<file path="config.mk">
export PLATFORM = sky130hd
export DESIGN_NAME = mime_boundary_splitter
export DESIGN_NICKNAME = d
export VERILOG_FILES = /design/src/hdl/mbs_pkg.sv /design/src/hdl/mime_boundary_splitter.sv /design/src/hdl/mbs_ram.sv /design/src/hdl/mbs_front.sv /design/src/hdl/mbs_queue.sv /design/src/hdl/mbs_back.sv
export VERILOG_INCLUDE_DIRS = /design/src /design/src/hdl
export SDC_FILE = /design/constraint.sdc
export NUM_CORES = 2
export LEC_CHECK = 0
export BUFFER_PORTS_ARGS = -buffer_cell sky130_fd_sc_hd__clkbuf_2
export CAP_MARGIN = 30
export CORE_MARGIN = 4
export CORE_UTILIZATION = 34
export CTS_BUF_LIST = sky130_fd_sc_hd__clkbuf_8
export DETAILED_ROUTE_END_ITERATION = 6
export GPL_TIMING_DRIVEN = 0
export PLACE_DENSITY_LB_ADDON = 0.3
export SLEW_MARGIN = 20
export SYNTH_ARGS = -nofsm -noshare
export SYNTH_HDL_FRONTEND = slang
export SYNTH_HIERARCHICAL = 1
export SYNTH_SLANG_ARGS = --single-unit
</file>
<file path="constraint.sdc">
create_clock -name clk -period 6.7 [get_ports clk]
set_clock_uncertainty 0.15 [all_clocks]
set_input_delay 0.67 -clock clk [delete_from_list [all_inputs] [get_ports clk]]
set_output_delay 0.67 -clock clk [all_outputs]
set_load 0.005 [all_outputs]
</file>
<file path="src/hdl/assert_macros.svh">
// ============================================================================
// assert_macros.svh
// Assertion macros shared by the boundary splitter RTL. Assertions are
// compiled in simulation only; synthesis sees empty bodies.
// ============================================================================
`ifndef ASSERT_MACROS_SVH
`define ASSERT_MACROS_SVH

`ifndef SYNTHESIS

// Same-cycle implication, sampled on the rising clock edge
`define MBS_ASSERT_IMP(label, clk, rst_n, ante, cons) \
    label: assert property (@(posedge clk) disable iff (!rst_n) (ante) |-> (cons)) \
        else $error("mbs assertion failed");

// Next-cycle implication
`define MBS_ASSERT_NXT(label, clk, rst_n, ante, cons) \
    label: assert property (@(posedge clk) disable iff (!rst_n) (ante) |=> (cons)) \
        else $error("mbs assertion failed");

`else

`define MBS_ASSERT_IMP(label, clk, rst_n, ante, cons)
`define MBS_ASSERT_NXT(label, clk, rst_n, ante, cons)

`endif

`endif

</file>
<file path="src/hdl/mbs_pkg.sv">
// ============================================================================
// mbs_pkg
// Types and constants shared by the MIME boundary splitter modules.
// ============================================================================
package mbs_pkg;

    // Boundary store and field widths
    localparam int MAX_BOUNDARY = 70;
    localparam int BIDX_W       = 7;
    localparam int BLEN_W       = 7;
    localparam int OFFSET_WIDTH = 32;
    localparam int MODE_W       = 2;

    // Input transaction modes
    localparam logic [MODE_W-1:0] MODE_LOAD  = 2'd0;
    localparam logic [MODE_W-1:0] MODE_START = 2'd1;
    localparam logic [MODE_W-1:0] MODE_BYTE  = 2'd2;
    localparam logic [MODE_W-1:0] MODE_END   = 2'd3;

    // Characters of interest
    localparam logic [7:0] CHAR_CR    = 8'h0D;
    localparam logic [7:0] CHAR_LF    = 8'h0A;
    localparam logic [7:0] CHAR_TAB   = 8'h09;
    localparam logic [7:0] CHAR_SPACE = 8'h20;
    localparam logic [7:0] CHAR_DASH  = 8'h2D;

    // Result record kinds
    localparam logic KIND_SPAN = 1'b0;
    localparam logic KIND_DONE = 1'b1;

    // Command queue between front and back
    localparam int QUEUE_DEPTH = 4;
    localparam int QPTR_W      = $clog2(QUEUE_DEPTH);
    localparam int QCNT_W      = $clog2(QUEUE_DEPTH + 1);

    // Output record buffer (end of body emits up to three records)
    localparam int SLOT_COUNT = 3;

    // Register port
    localparam int APB_ADDR_W = 3;
    localparam int APB_DATA_W = 32;
    localparam int REG_IDX_W  = APB_ADDR_W - 2;
    localparam logic [REG_IDX_W-1:0] REG_BOUNDARY_LENGTH = 1'd0;

    typedef struct packed {
        logic [MODE_W-1:0]       mode;
        logic [BIDX_W-1:0]       boundary_index;
        logic [7:0]              data_byte;
        logic [OFFSET_WIDTH-1:0] body_offset;
    } mbs_item_t;

    typedef struct packed {
        logic                    record_kind;
        logic [OFFSET_WIDTH-1:0] segment_begin;
        logic [OFFSET_WIDTH-1:0] segment_end;
        logic                    no_delimiter;
        logic                    last;
    } mbs_result_t;

    // Classified command carried through the queue
    typedef struct packed {
        logic [MODE_W-1:0]       mode;
        logic [BIDX_W-1:0]       bidx;
        logic [7:0]              data;
        logic [OFFSET_WIDTH-1:0] offset;
        logic                    is_cr;
        logic                    is_lf;
        logic                    is_dash;
        logic                    is_ws;
        logic                    idx_ok;
    } mbs_cmd_t;

    // Back end status seen by the top level
    typedef struct packed {
        logic [SLOT_COUNT-1:0] slot_valid;
        logic                  popped;
    } mbs_back_status_t;

endpackage

</file>
<file path="src/hdl/mime_boundary_splitter.sv">
// A transaction waits in the command queue; its records then load the output buffer.
// Throughput: one transaction per cycle while the queue has room; an end of body emits
// up to three records, one per cycle while result_stall is low, and the scan engine
// waits for the output buffer to drain first. Reset: scan state cleared with a body scan
// at offset 0 under way, boundary_length = 1, boundary store contents are not cleared.
// Command queue holds four transactions between classifier and scan engine.
// ============================================================================
// mime_boundary_splitter
// MIME multipart delimiter scanner: classifier front, command queue, scan
// engine back, and the APB register for the boundary length.
// ============================================================================
`include "assert_macros.svh"

module mime_boundary_splitter import mbs_pkg::*; (
    input  logic                  clk,
    input  logic                  rst_n,
    // Input transactions
    input  logic                  item_valid,
    output logic                  item_stall,
    input  mbs_item_t             item,
    // Result transactions
    output logic                  result_valid,
    input  logic                  result_stall,
    output mbs_result_t           result,
    // Register port
    input  logic                  psel,
    input  logic                  penable,
    input  logic                  pwrite,
    input  logic [APB_ADDR_W-1:0] paddr,
    input  logic [APB_DATA_W-1:0] pwdata,
    output logic [APB_DATA_W-1:0] prdata,
    output logic                  pready
);

    logic              queue_full;
    logic              push;
    mbs_cmd_t          push_cmd;
    logic              pop;
    logic              head_valid;
    mbs_cmd_t          head_cmd;
    mbs_back_status_t  back_status;
    logic [BLEN_W-1:0] boundary_length_reg, boundary_length_next;
    logic [REG_IDX_W-1:0] reg_index;
    logic              reg_write;

    // Register access
    assign pready    = 1'b1;
    assign reg_index = paddr[APB_ADDR_W-1:2];
    assign reg_write = psel && penable && pwrite && pready &&
                       (reg_index == REG_BOUNDARY_LENGTH);
    assign boundary_length_next = reg_write ? pwdata[BLEN_W-1:0] : boundary_length_reg;
    assign prdata = (reg_index == REG_BOUNDARY_LENGTH) ?
                    APB_DATA_W'(boundary_length_reg) : '0;

    always_ff @(posedge clk or negedge rst_n)
    begin
        if (!rst_n)
            boundary_length_reg <= BLEN_W'(1);
        else
            boundary_length_reg <= boundary_length_next;
    end

    mbs_front u_front (
        .item_valid (item_valid),
        .item_stall (item_stall),
        .item       (item),
        .queue_full (queue_full),
        .push       (push),
        .push_cmd   (push_cmd)
    );

    mbs_queue u_queue (
        .clk        (clk),
        .rst_n      (rst_n),
        .push       (push),
        .push_cmd   (push_cmd),
        .full       (queue_full),
        .pop        (pop),
        .head_valid (head_valid),
        .head_cmd   (head_cmd)
    );

    mbs_back u_back (
        .clk             (clk),
        .rst_n           (rst_n),
        .boundary_length (boundary_length_reg),
        .head_valid      (head_valid),
        .head_cmd        (head_cmd),
        .pop             (pop),
        .result_valid    (result_valid),
        .result          (result),
        .result_stall    (result_stall),
        .status          (back_status)
    );

    // Output buffer fills from the front slot with no holes
    `MBS_ASSERT_IMP(a_slot1_packed, clk, rst_n, back_status.slot_valid[1], back_status.slot_valid[0])
    `MBS_ASSERT_IMP(a_slot2_packed, clk, rst_n, back_status.slot_valid[2], back_status.slot_valid[1])
    // A done record closes the records of its transaction and carries no span
    `MBS_ASSERT_IMP(a_done_last, clk, rst_n, result_valid && (result.record_kind == KIND_DONE), result.last)
    `MBS_ASSERT_IMP(a_done_zero, clk, rst_n, result_valid && (result.record_kind == KIND_DONE), (result.segment_begin == '0) && (result.segment_end == '0))

endmodule

</file>
<file path="src/hdl/mbs_ram.sv">
// ============================================================================
// mbs_ram
// Generic single-write, single-read RAM with registered read data.
// Read during write to the same address returns the old contents.
// ============================================================================
module mbs_ram #(
    parameter int WIDTH = 8,
    parameter int DEPTH = 70
) (
    input  logic                     clk,
    input  logic                     wr_en,
    input  logic [$clog2(DEPTH)-1:0] wr_addr,
    input  logic [WIDTH-1:0]         wr_data,
    input  logic [$clog2(DEPTH)-1:0] rd_addr,
    output logic [WIDTH-1:0]         rd_data
);

    logic [WIDTH-1:0] mem_reg [DEPTH];
    logic [WIDTH-1:0] rd_data_reg;

    // Write port
    always_ff @(posedge clk)
    begin
        if (wr_en)
        begin
            mem_reg[wr_addr] <= wr_data;
        end
    end

    // Registered read port
    always_ff @(posedge clk)
    begin
        rd_data_reg <= mem_reg[rd_addr];
    end

    assign rd_data = rd_data_reg;

endmodule

</file>
<file path="src/hdl/mbs_front.sv">
// ============================================================================
// mbs_front
// Accepts input transactions and classifies them into queue commands:
// terminator, dash and blank detection, boundary index range check.
// ============================================================================
module mbs_front import mbs_pkg::*; (
    input  logic      item_valid,
    output logic      item_stall,
    input  mbs_item_t item,
    input  logic      queue_full,
    output logic      push,
    output mbs_cmd_t  push_cmd
);

    // Hold off the source while the queue has no room
    assign item_stall = queue_full;
    assign push       = item_valid && !queue_full;

    // Byte classification
    always_comb
    begin
        push_cmd.mode    = item.mode;
        push_cmd.bidx    = item.boundary_index;
        push_cmd.data    = item.data_byte;
        push_cmd.offset  = item.body_offset;
        push_cmd.is_cr   = (item.data_byte == CHAR_CR);
        push_cmd.is_lf   = (item.data_byte == CHAR_LF);
        push_cmd.is_dash = (item.data_byte == CHAR_DASH);
        push_cmd.is_ws   = (item.data_byte == CHAR_SPACE) || (item.data_byte == CHAR_TAB);
        push_cmd.idx_ok  = (item.boundary_index < BIDX_W'(MAX_BOUNDARY));
    end

endmodule

</file>
<file path="src/hdl/mbs_queue.sv">
// ============================================================================
// mbs_queue
// Small register FIFO decoupling the classifier from the scan engine.
// ============================================================================
module mbs_queue import mbs_pkg::*; (
    input  logic     clk,
    input  logic     rst_n,
    input  logic     push,
    input  mbs_cmd_t push_cmd,
    output logic     full,
    input  logic     pop,
    output logic     head_valid,
    output mbs_cmd_t head_cmd
);

    mbs_cmd_t          entry_reg [QUEUE_DEPTH];
    logic [QPTR_W-1:0] wr_ptr_reg, wr_ptr_next;
    logic [QPTR_W-1:0] rd_ptr_reg, rd_ptr_next;
    logic [QCNT_W-1:0] count_reg, count_next;

    assign full       = (count_reg == QCNT_W'(QUEUE_DEPTH));
    assign head_valid = (count_reg != '0);
    assign head_cmd   = entry_reg[rd_ptr_reg];

    // Pointer and occupancy update
    always_comb
    begin
        wr_ptr_next = push ? wr_ptr_reg + 1'b1 : wr_ptr_reg;
        rd_ptr_next = pop  ? rd_ptr_reg + 1'b1 : rd_ptr_reg;
        unique case ({push, pop})
            2'b10:   count_next = count_reg + 1'b1;
            2'b01:   count_next = count_reg - 1'b1;
            default: count_next = count_reg;
        endcase
    end

    always_ff @(posedge clk or negedge rst_n)
    begin
        if (!rst_n)
        begin
            wr_ptr_reg <= '0;
            rd_ptr_reg <= '0;
            count_reg  <= '0;
        end
        else
        begin
            wr_ptr_reg <= wr_ptr_next;
            rd_ptr_reg <= rd_ptr_next;
            count_reg  <= count_next;
        end
    end

    // Entry storage
    always_ff @(posedge clk)
    begin
        if (push)
        begin
            entry_reg[wr_ptr_reg] <= push_cmd;
        end
    end

endmodule

</file>
<file path="src/hdl/mbs_back.sv">
// ============================================================================
// mbs_back
// Scan engine: loads the boundary store, tracks line matching state, emits
// segment spans and done records through a three-slot output buffer.
// ============================================================================
module mbs_back import mbs_pkg::*; (
    input  logic              clk,
    input  logic              rst_n,
    input  logic [BLEN_W-1:0] boundary_length,
    input  logic              head_valid,
    input  mbs_cmd_t          head_cmd,
    output logic              pop,
    output logic              result_valid,
    output mbs_result_t       result,
    input  logic              result_stall,
    output mbs_back_status_t  status
);

    // Line match phases
    localparam int PH_W = 3;
    localparam logic [PH_W-1:0] PH_PREFIX   = 3'd0;
    localparam logic [PH_W-1:0] PH_BOUNDARY = 3'd1;
    localparam logic [PH_W-1:0] PH_AFTER    = 3'd2;
    localparam logic [PH_W-1:0] PH_SPACES   = 3'd3;
    localparam logic [PH_W-1:0] PH_DASH1    = 3'd4;
    localparam logic [PH_W-1:0] PH_CLOSE    = 3'd5;
    localparam logic [PH_W-1:0] PH_FAIL     = 3'd6;

    // Scan state
    logic [OFFSET_WIDTH-1:0] pos_reg, pos_next;
    logic [OFFSET_WIDTH-1:0] line_start_reg, line_start_next;
    logic [OFFSET_WIDTH-1:0] seg_start_reg, seg_start_next;
    logic [BIDX_W-1:0]       match_idx_reg, match_idx_next;
    logic [PH_W-1:0]         phase_reg, phase_next;
    logic                    seg_open_reg, seg_open_next;
    logic                    after_cr_reg, after_cr_next;
    logic                    pend_reg, pend_next;
    logic                    closed_reg, closed_next;
    logic                    any_reg, any_next;

    // Boundary store bypass for a write to the address being read
    logic                    byp_hit_reg, byp_hit_next;
    logic [7:0]              byp_byte_reg;
    logic                    ram_wr_en;
    logic [7:0]              ram_rd_data;
    logic [7:0]              store_byte;

    // Output buffer
    mbs_result_t             slot_reg [SLOT_COUNT];
    logic [SLOT_COUNT-1:0]   slot_valid_reg, slot_valid_next;
    mbs_result_t             load_rec [SLOT_COUNT];
    logic [SLOT_COUNT-1:0]   load_valid;
    logic                    load;
    logic                    out_take;

    // Per-command decode
    logic [BLEN_W-1:0]       eff_len;
    logic [BIDX_W-1:0]       match_idx_inc;
    logic [PH_W-1:0]         adv_phase;
    logic [BIDX_W-1:0]       adv_idx;
    logic [OFFSET_WIDTH-1:0] nxt;
    logic [OFFSET_WIDTH-1:0] fin_start;
    logic [OFFSET_WIDTH-1:0] seg_start_fin;
    logic                    is_plain, is_closing, is_delim;
    logic                    open_fin, any_fin;
    logic                    crlf_tail, term;
    logic                    rec_a_ok, rec_b_ok;
    logic                    emit_a, emit_b;
    logic                    has_rec, drain_ok;
    logic                    pend_new;
    mbs_result_t             rec_a, rec_b, rec_d;

    mbs_ram #(
        .WIDTH (8),
        .DEPTH (MAX_BOUNDARY)
    ) u_ram (
        .clk     (clk),
        .wr_en   (ram_wr_en),
        .wr_addr (head_cmd.bidx),
        .wr_data (head_cmd.data),
        .rd_addr (match_idx_next),
        .rd_data (ram_rd_data)
    );

    assign store_byte = byp_hit_reg ? byp_byte_reg : ram_rd_data;
    assign eff_len    = (boundary_length > BLEN_W'(MAX_BOUNDARY)) ?
                        BLEN_W'(MAX_BOUNDARY) : boundary_length;
    assign match_idx_inc = match_idx_reg + 1'b1;

    // Match advance on an ordinary body byte
    always_comb
    begin
        adv_phase = phase_reg;
        adv_idx   = match_idx_reg;
        unique case (phase_reg)
            PH_PREFIX:
            begin
                if (!head_cmd.is_dash)
                    adv_phase = PH_FAIL;
                else if (match_idx_reg == '0)
                    adv_idx = BIDX_W'(1);
                else if (eff_len == '0)
                    adv_phase = PH_AFTER;
                else
                begin
                    adv_phase = PH_BOUNDARY;
                    adv_idx   = '0;
                end
            end
            PH_BOUNDARY:
            begin
                if ((match_idx_reg < eff_len) && (match_idx_reg < BIDX_W'(MAX_BOUNDARY)) &&
                    (head_cmd.data == store_byte))
                begin
                    adv_idx = match_idx_inc;
                    if (match_idx_inc >= eff_len)
                        adv_phase = PH_AFTER;
                end
                else
                    adv_phase = PH_FAIL;
            end
            PH_AFTER:
            begin
                if (head_cmd.is_dash)
                    adv_phase = PH_DASH1;
                else if (head_cmd.is_ws)
                    adv_phase = PH_SPACES;
                else
                    adv_phase = PH_FAIL;
            end
            PH_SPACES, PH_CLOSE:
            begin
                if (!head_cmd.is_ws)
                    adv_phase = PH_FAIL;
            end
            PH_DASH1:
            begin
                adv_phase = head_cmd.is_dash ? PH_CLOSE : PH_FAIL;
            end
            default:
            begin
                adv_phase = PH_FAIL;
            end
        endcase
    end

    // Line finish: delimiter test and segment bookkeeping
    always_comb
    begin
        nxt           = pos_reg + 1'b1;
        is_plain      = (phase_reg == PH_AFTER) || (phase_reg == PH_SPACES);
        is_closing    = (phase_reg == PH_CLOSE);
        is_delim      = is_plain || is_closing;
        fin_start     = (head_cmd.mode == MODE_END) ? pos_reg : nxt;
        seg_start_fin = is_plain ? fin_start : seg_start_reg;
        open_fin      = is_closing ? 1'b0 : (is_plain ? 1'b1 : seg_open_reg);
        any_fin       = any_reg || is_delim;
        crlf_tail     = !closed_reg && after_cr_reg && head_cmd.is_lf;
        term          = !closed_reg && !crlf_tail && (head_cmd.is_cr || head_cmd.is_lf);
        rec_a_ok      = is_delim && seg_open_reg;
        rec_b_ok      = !is_closing && open_fin;
        pend_new      = !is_closing && open_fin && head_cmd.is_cr &&
                        (is_plain || (seg_start_reg == nxt));
        emit_a        = !closed_reg && rec_a_ok;
        emit_b        = !closed_reg && rec_b_ok;

        rec_a.record_kind   = KIND_SPAN;
        rec_a.segment_begin = seg_start_reg;
        rec_a.segment_end   = line_start_reg;
        rec_a.no_delimiter  = 1'b0;
        rec_a.last          = (head_cmd.mode == MODE_BYTE);

        rec_b.record_kind   = KIND_SPAN;
        rec_b.segment_begin = seg_start_fin;
        rec_b.segment_end   = pos_reg;
        rec_b.no_delimiter  = 1'b0;
        rec_b.last          = 1'b0;

        rec_d.record_kind   = KIND_DONE;
        rec_d.segment_begin = '0;
        rec_d.segment_end   = '0;
        rec_d.no_delimiter  = closed_reg ? !any_reg : !any_fin;
        rec_d.last          = 1'b1;
    end

    // Issue control: a command with records waits for a drained buffer
    assign out_take = slot_valid_reg[0] && !result_stall;
    assign drain_ok = !slot_valid_reg[0] || (out_take && !slot_valid_reg[1]);
    assign has_rec  = ((head_cmd.mode == MODE_BYTE) && term && rec_a_ok) ||
                      (head_cmd.mode == MODE_END);
    assign pop      = head_valid && (!has_rec || drain_ok);
    assign load     = pop && has_rec;
    assign ram_wr_en = pop && (head_cmd.mode == MODE_LOAD) && head_cmd.idx_ok;
    assign byp_hit_next = ram_wr_en && (head_cmd.bidx == match_idx_next);

    // Records to load, packed in emission order
    always_comb
    begin
        load_rec[0] = rec_d;
        load_rec[1] = rec_d;
        load_rec[2] = rec_d;
        load_valid  = 3'b001;
        if (head_cmd.mode == MODE_BYTE)
        begin
            load_rec[0] = rec_a;
        end
        else
        begin
            unique case ({emit_a, emit_b})
                2'b11:
                begin
                    load_rec[0] = rec_a;
                    load_rec[1] = rec_b;
                    load_valid  = 3'b111;
                end
                2'b10:
                begin
                    load_rec[0] = rec_a;
                    load_valid  = 3'b011;
                end
                2'b01:
                begin
                    load_rec[0] = rec_b;
                    load_valid  = 3'b011;
                end
                default:
                begin
                    load_valid  = 3'b001;
                end
            endcase
        end
    end

    // Scan state update
    always_comb
    begin
        pos_next        = pos_reg;
        line_start_next = line_start_reg;
        seg_start_next  = seg_start_reg;
        match_idx_next  = match_idx_reg;
        phase_next      = phase_reg;
        seg_open_next   = seg_open_reg;
        after_cr_next   = after_cr_reg;
        pend_next       = pend_reg;
        closed_next     = closed_reg;
        any_next        = any_reg;
        if (pop)
        begin
            unique case (head_cmd.mode)
                MODE_LOAD:
                begin
                    // store write only
                end
                MODE_START:
                begin
                    pos_next        = head_cmd.offset;
                    line_start_next = head_cmd.offset;
                    seg_start_next  = '0;
                    match_idx_next  = '0;
                    phase_next      = PH_PREFIX;
                    seg_open_next   = 1'b0;
                    after_cr_next   = 1'b0;
                    pend_next       = 1'b0;
                    closed_next     = 1'b0;
                    any_next        = 1'b0;
                end
                MODE_BYTE:
                begin
                    if (crlf_tail)
                    begin
                        // LF completing a CRLF terminator
                        if (pend_reg)
                            seg_start_next = nxt;
                        after_cr_next   = 1'b0;
                        pend_next       = 1'b0;
                        line_start_next = nxt;
                        pos_next        = nxt;
                    end
                    else if (!closed_reg)
                    begin
                        after_cr_next = 1'b0;
                        pend_next     = 1'b0;
                        if (term)
                        begin
                            any_next        = any_fin;
                            seg_start_next  = seg_start_fin;
                            seg_open_next   = open_fin;
                            closed_next     = is_closing;
                            phase_next      = PH_PREFIX;
                            match_idx_next  = '0;
                            pend_next       = pend_new;
                            after_cr_next   = head_cmd.is_cr;
                            line_start_next = nxt;
                        end
                        else
                        begin
                            phase_next     = adv_phase;
                            match_idx_next = adv_idx;
                        end
                        pos_next = nxt;
                    end
                end
                MODE_END:
                begin
                    if (!closed_reg)
                    begin
                        any_next       = any_fin;
                        seg_start_next = seg_start_fin;
                    end
                    closed_next    = 1'b1;
                    seg_open_next  = 1'b0;
                    after_cr_next  = 1'b0;
                    pend_next      = 1'b0;
                    phase_next     = PH_PREFIX;
                    match_idx_next = '0;
                end
            endcase
        end
    end

    // Output buffer occupancy
    always_comb
    begin
        if (load)
            slot_valid_next = load_valid;
        else if (out_take)
            slot_valid_next = {1'b0, slot_valid_reg[SLOT_COUNT-1:1]};
        else
            slot_valid_next = slot_valid_reg;
    end

    always_ff @(posedge clk or negedge rst_n)
    begin
        if (!rst_n)
        begin
            pos_reg        <= '0;
            line_start_reg <= '0;
            seg_start_reg  <= '0;
            match_idx_reg  <= '0;
            phase_reg      <= PH_PREFIX;
            seg_open_reg   <= 1'b0;
            after_cr_reg   <= 1'b0;
            pend_reg       <= 1'b0;
            closed_reg     <= 1'b0;
            any_reg        <= 1'b0;
            byp_hit_reg    <= 1'b0;
            slot_valid_reg <= '0;
        end
        else
        begin
            pos_reg        <= pos_next;
            line_start_reg <= line_start_next;
            seg_start_reg  <= seg_start_next;
            match_idx_reg  <= match_idx_next;
            phase_reg      <= phase_next;
            seg_open_reg   <= seg_open_next;
            after_cr_reg   <= after_cr_next;
            pend_reg       <= pend_next;
            closed_reg     <= closed_next;
            any_reg        <= any_next;
            byp_hit_reg    <= byp_hit_next;
            slot_valid_reg <= slot_valid_next;
        end
    end

    // Payload registers
    always_ff @(posedge clk)
    begin
        byp_byte_reg <= head_cmd.data;
        if (load)
        begin
            slot_reg[0] <= load_rec[0];
            slot_reg[1] <= load_rec[1];
            slot_reg[2] <= load_rec[2];
        end
        else if (out_take)
        begin
            slot_reg[0] <= slot_reg[1];
            slot_reg[1] <= slot_reg[2];
        end
    end

    assign result_valid      = slot_valid_reg[0];
    assign result            = slot_reg[0];
    assign status.slot_valid = slot_valid_reg;
    assign status.popped     = pop;

endmodule
</file>
## Word-level counts from Yosys, hierarchy flattened

Memory sizes are Yosys's and may differ from the RTL's. A register that Yosys moved wholly into a read port is not among the register bits.
Index checks and enable logic that the tools add are counted.
Widths: inputs -> output; s select.

- $add $sub $neg: 6
- Bitwise logic cells: 3
- Eq/ne operators: 32
- Magnitude comparators: 5
- Reductions and logical operators: 66
- Muxes and demuxes: 86

Operators by type and width:

| operator | count |
|---|---|
| $mux 32 | 12 |
| $mux 67 | 5 |
| $pmux 67 s2 | 1 |
| $pmux 32 s2 | 2 |
| $pmux 32 s3 | 1 |
| $mux 7 | 10 |
| $mux 3 | 13 |
| $add 32x1->32 const B | 1 |
| $eq 32x32->1 | 1 |
| $mux 1 | 28 |
| $pmux 7 s2 | 2 |
| $logic_and 1x1->1 | 25 |
| $eq 8x4->1 const B | 3 |
| $pmux 3 s2 | 3 |
| $eq 8x6->1 const B | 2 |
| $pmux 3 s5 | 1 |
| $logic_not 7->1 | 2 |
| $lt 7x7->1 const B | 2 |
| $reduce_and 6->1 | 2 |
| $eq 2x2->1 const B | 5 |
| $logic_not 1->1 | 10 |
| $eq 3x3->1 const B | 3 |
| $logic_or 1x1->1 | 9 |
| $reduce_and 3->1 | 3 |
| other kinds (34) | 52 |

- RAM bits: 977
- Register bits: 137
- Memories kept: 3

Memories:

| memory | depth | width | read ports | clocked after Yosys merged registers in | wr ports | line | RTL |
|---|---|---|---|---|---|---|---|
| u_back.u_ram.mem_reg | 70 | 8 | 1 | 1 | 1 | mbs_ram.sv:18 | `logic [WIDTH-1:0] mem_reg [DEPTH];` |
| u_queue.entry_reg | 4 | 54 | 1 | 0 | 1 | mbs_queue.sv:16 | `mbs_cmd_t entry_reg [QUEUE_DEPTH];` |
| u_back.slot_reg | 3 | 67 | 3 | 0 | 3 | mbs_back.sv:49 | `mbs_result_t slot_reg [SLOT_COUNT];` |

## Depth between registers and ports, before layout

- Word-level depth: 16
- Gate-level depth with buffers: 20
- Gate-level depth less buffers: 17

## Cells and area by module

The synthesis kept the hierarchy.

Modules (own cells, without submodules):

| module | area an instance (um^2) | times used | cells each |
|---|---|---|---|
| mbs_ram | 22004.9 | 1 | 1034 |
| mbs_back | 15228.4 | 1 | 1652 |
| mbs_queue | 8184.1 | 1 | 315 |
| mime_boundary_splitter | 543.0 | 1 | 50 |
| mbs_front | 484.2 | 1 | 65 |

## Least setup slack after synthesis

No wires, ideal clock.

- Path kind: reg2reg
- Start: reg u_queue.rd_ptr_reg[0]
- End: mem u_back/slot_reg[0][0] in the netlist's numbering, enable pin
- Arrival time: 4762 ps
- Stages on the path, launching flop included: 12
- Library setup time: 1154 ps
- Slack: 634 ps
- Cells stage by stage: dfrtp_1 buf_6 buf_6 mux4_2 inv_1 ha_1 nor2b_1 o21ai_0 o21ai_1 a21boi_2 nand2_1 nand2_1

RTL lines:

| element | line | RTL |
|---|---|---|
| from (decl) | mbs_queue.sv:18 | `logic [QPTR_W-1:0] rd_ptr_reg, rd_ptr_next;` |
| from (signal assigned) | mbs_queue.sv:48 | `rd_ptr_reg <= rd_ptr_next;` |
| to (decl) | mbs_back.sv:49 |  |

==> impl_metrics.json <==
{
  "cp.arrival_ns": 7.00,
  "swShare_pct": 37.8,
  "fillerInstances": 12700,
  "grt.total_usage_pct": 17.4,
  "drv_cap": 0,
  "finalMaxSlewViolations": 0,
  "io_buffers": 104,
  "grt_pass1_vias": 27800,
  "ant_nets": 0,
  "power_density_nw_per_um2": 444,
  "worstPathRequired_ns": 7.27,
  "maxSlewHeadroom_pct": 36.7,
  "rows": 135,
  "coreArea_um2": 136000,
  "status": "finished, final reports clean",
  "synth_cells": 3114,
  "seq_power_share_pct": 40.6,
  "cts_root_buf": "clkbuf_8",
  "fin_setup_tns_ns": 0,
  "antenna_found_initial": 6,
  "fmax_mhz": 155,
  "die_w_um": 378,
  "syn_area_um2": 46400,
  "clk_latency_ns": 0.88,
  "die_h_um": 378,
  "cp-end-kind": "flip-flop",
  "drc": 0,
  "drt_iter0_markers": 2748,
  "area_growth_pct": 15.4,
  "period_share_pct": 96.0,
  "grt_pass1_wl_mm": 184,
  "cts_tree": "yes",
  "fin_crit_ns": 6.43,
  "crit_path_cell_trace": "buf_2 -> buf_2 -> mux4_4 -> xnor2_1 -> nor4_1 -> and4_1 -> buf_4 -> a41oi_1 -> a211oi_2 -> buf_2 -> buf_2 -> clkbuf_2 -> mux4_2 -> mux2i_1 -> a22oi_1 -> a32oi_1 -> o21ai_1",
  "grt_max_degree": 73,
  "p_int_uw": 14800,
  "cp_top_family": "buffers and inverters",
  "via_per_inst": 5.17,
  "place_hpwl_mm": 87.4,
  "combinationalPowerShare_pct": 36.5,
  "route.vias.total": 28000,
  "crit_path_max_fanout": 72,
  "drt_pass1_iterations": 6,
  "max_stage_delay_ns": 0.86,
  "gr-total-overflow": 0,
  "cp_num_buf_inv": 6,
  "totalWireLength_mm": 124,
  "num_io_pins": 193,
  "dieArea_um2": 143000,
  "finalInstanceArea_um2": 53600,
  "register_area_um2": 30900,
  "drive_gt1_share_pct": 22.9,
  "setup_viol": 0,
  "syn_avg_cell_area_um2": 14.9,
  "netSwitchingPower_uw": 8980,
  "pre_cts_slack_ns": -0.436,
  "cpMostUsedCell": "buf_2",
  "rsz0062_at_grt": "no",
  "cts_buffers": 172,
  "fin_ws_ns": 0.269,
  "cp-start-kind": "flip-flop",
  "p_clk_share_pct": 22.9,
  "wl_per_cell_um": 23.0,
  "globalplace.congestion": 0.913,
  "hold_path.class": "input port to flip-flop",
  "tightest_slew_ns": 0.935,
  "p_leak_uw": 0.0183,
  "layout_common_cells": "910 x edfxtp_1, 229 x nand2_1, 222 x nor2_1, 188 x clkbuf_8, 179 x o21ai_0",
  "cp_slowest_cell": "mux4_4",
  "largest_reg_flops": 560,
  "report.final.hold_viol_count": 0,
  "htreeDepth": 4,
  "yosysWarnings": 6,
  "r2r_slack_ns": 0.27,
  "start_util_pct": 34.2,
  "max-vdd-ir-drop_v": 0.000244,
  "cts_buffer_depth": 3,
  "layout_commonest_cell": "edfxtp_1",
  "multi_input_area_um2": 13600,
  "power.total_uw": 23800,
  "fin_nets": 3605,
  "clk_pin_slew_ns": 0.06,
  "critPathKind": "flip-flop to flip-flop",
  "finish.utilization_pct": 39.5,
  "placed_cell_area_um2": 49600,
  "cts_sinks": 1055
}
[worst paths after layout]
check,end,from,cells past startpoint
max,u_back/u_ram/rd_data[1],u_queue/rd_ptr_reg[1],17
min,boundary_length_reg[2],penable,3
max reg2reg,u_back/u_ram/rd_data[1],u_queue/rd_ptr_reg[1],17
min reg2reg,u_back/line_start_reg[18],u_back/line_start_reg[18],1
max in group asynchronous,boundary_length_reg[0],rst_n,3
min in group asynchronous,u_back/line_start_reg[23],rst_n,2
[per-stage QoR]
stage	hold WS, ns	cells
CTS	0.0773	5409
floorplan	0.224	3138
detailed placement	0.320	5035
finish	0.162	5415
global placement	0.310	5023
global route	0.125	5413
[worst min-delay path: cells and delay by family]
kind | cells | cell delay (ns)
buffers and inverters | 1 | 0.10
muxes | 1 | 0.18
and+or+nand+nor | 1 | 0.19
[metal layers]
metal / track usage, % / wire length, µm
met2: 26.7 / 56800
met4: 5.56 / 3080
met5: 0.720 / 142
met3: 3.84 / 8830
met1: 24.5 / 55500
[power by group through the flow]
stage	clock network (µW)	registers (µW)	logic, µW
3_5_place_dp	0	9770	8570
6_report	5440	9640	8670
3_3_place_gp	0	9870	8240
5_1_grt	5920	9740	9360
2_1_floorplan	0	9690	5290
4_1_cts	5620	9640	8640
[layout make-up]
class | count | area share, %
Multi-Input combinational cell | 1710 | 25.4
Antenna cell | 4 | 0.0187
Timing Repair Buffer | 176 | 2.53
Clock inverter | 130 | 1.48
Tap cell | 1781 | 4.16
Sequential cell | 1055 | 57.6
Inverter | 38 | 0.266
Buffer | 334 | 3.73
Clock buffer | 187 | 4.81
[timing repair]
action | in CTS | in global routing
setup buffers | 0 | 1
resized for setup | 4 | 9
pin swaps | 0 | 1
endpoints found under the setup margin | 8 | 8
endpoints found under the hold margin | 279 | 0
hold buffers | 57 | 0
No activity file was read; power rests on OpenSTA's default activity.
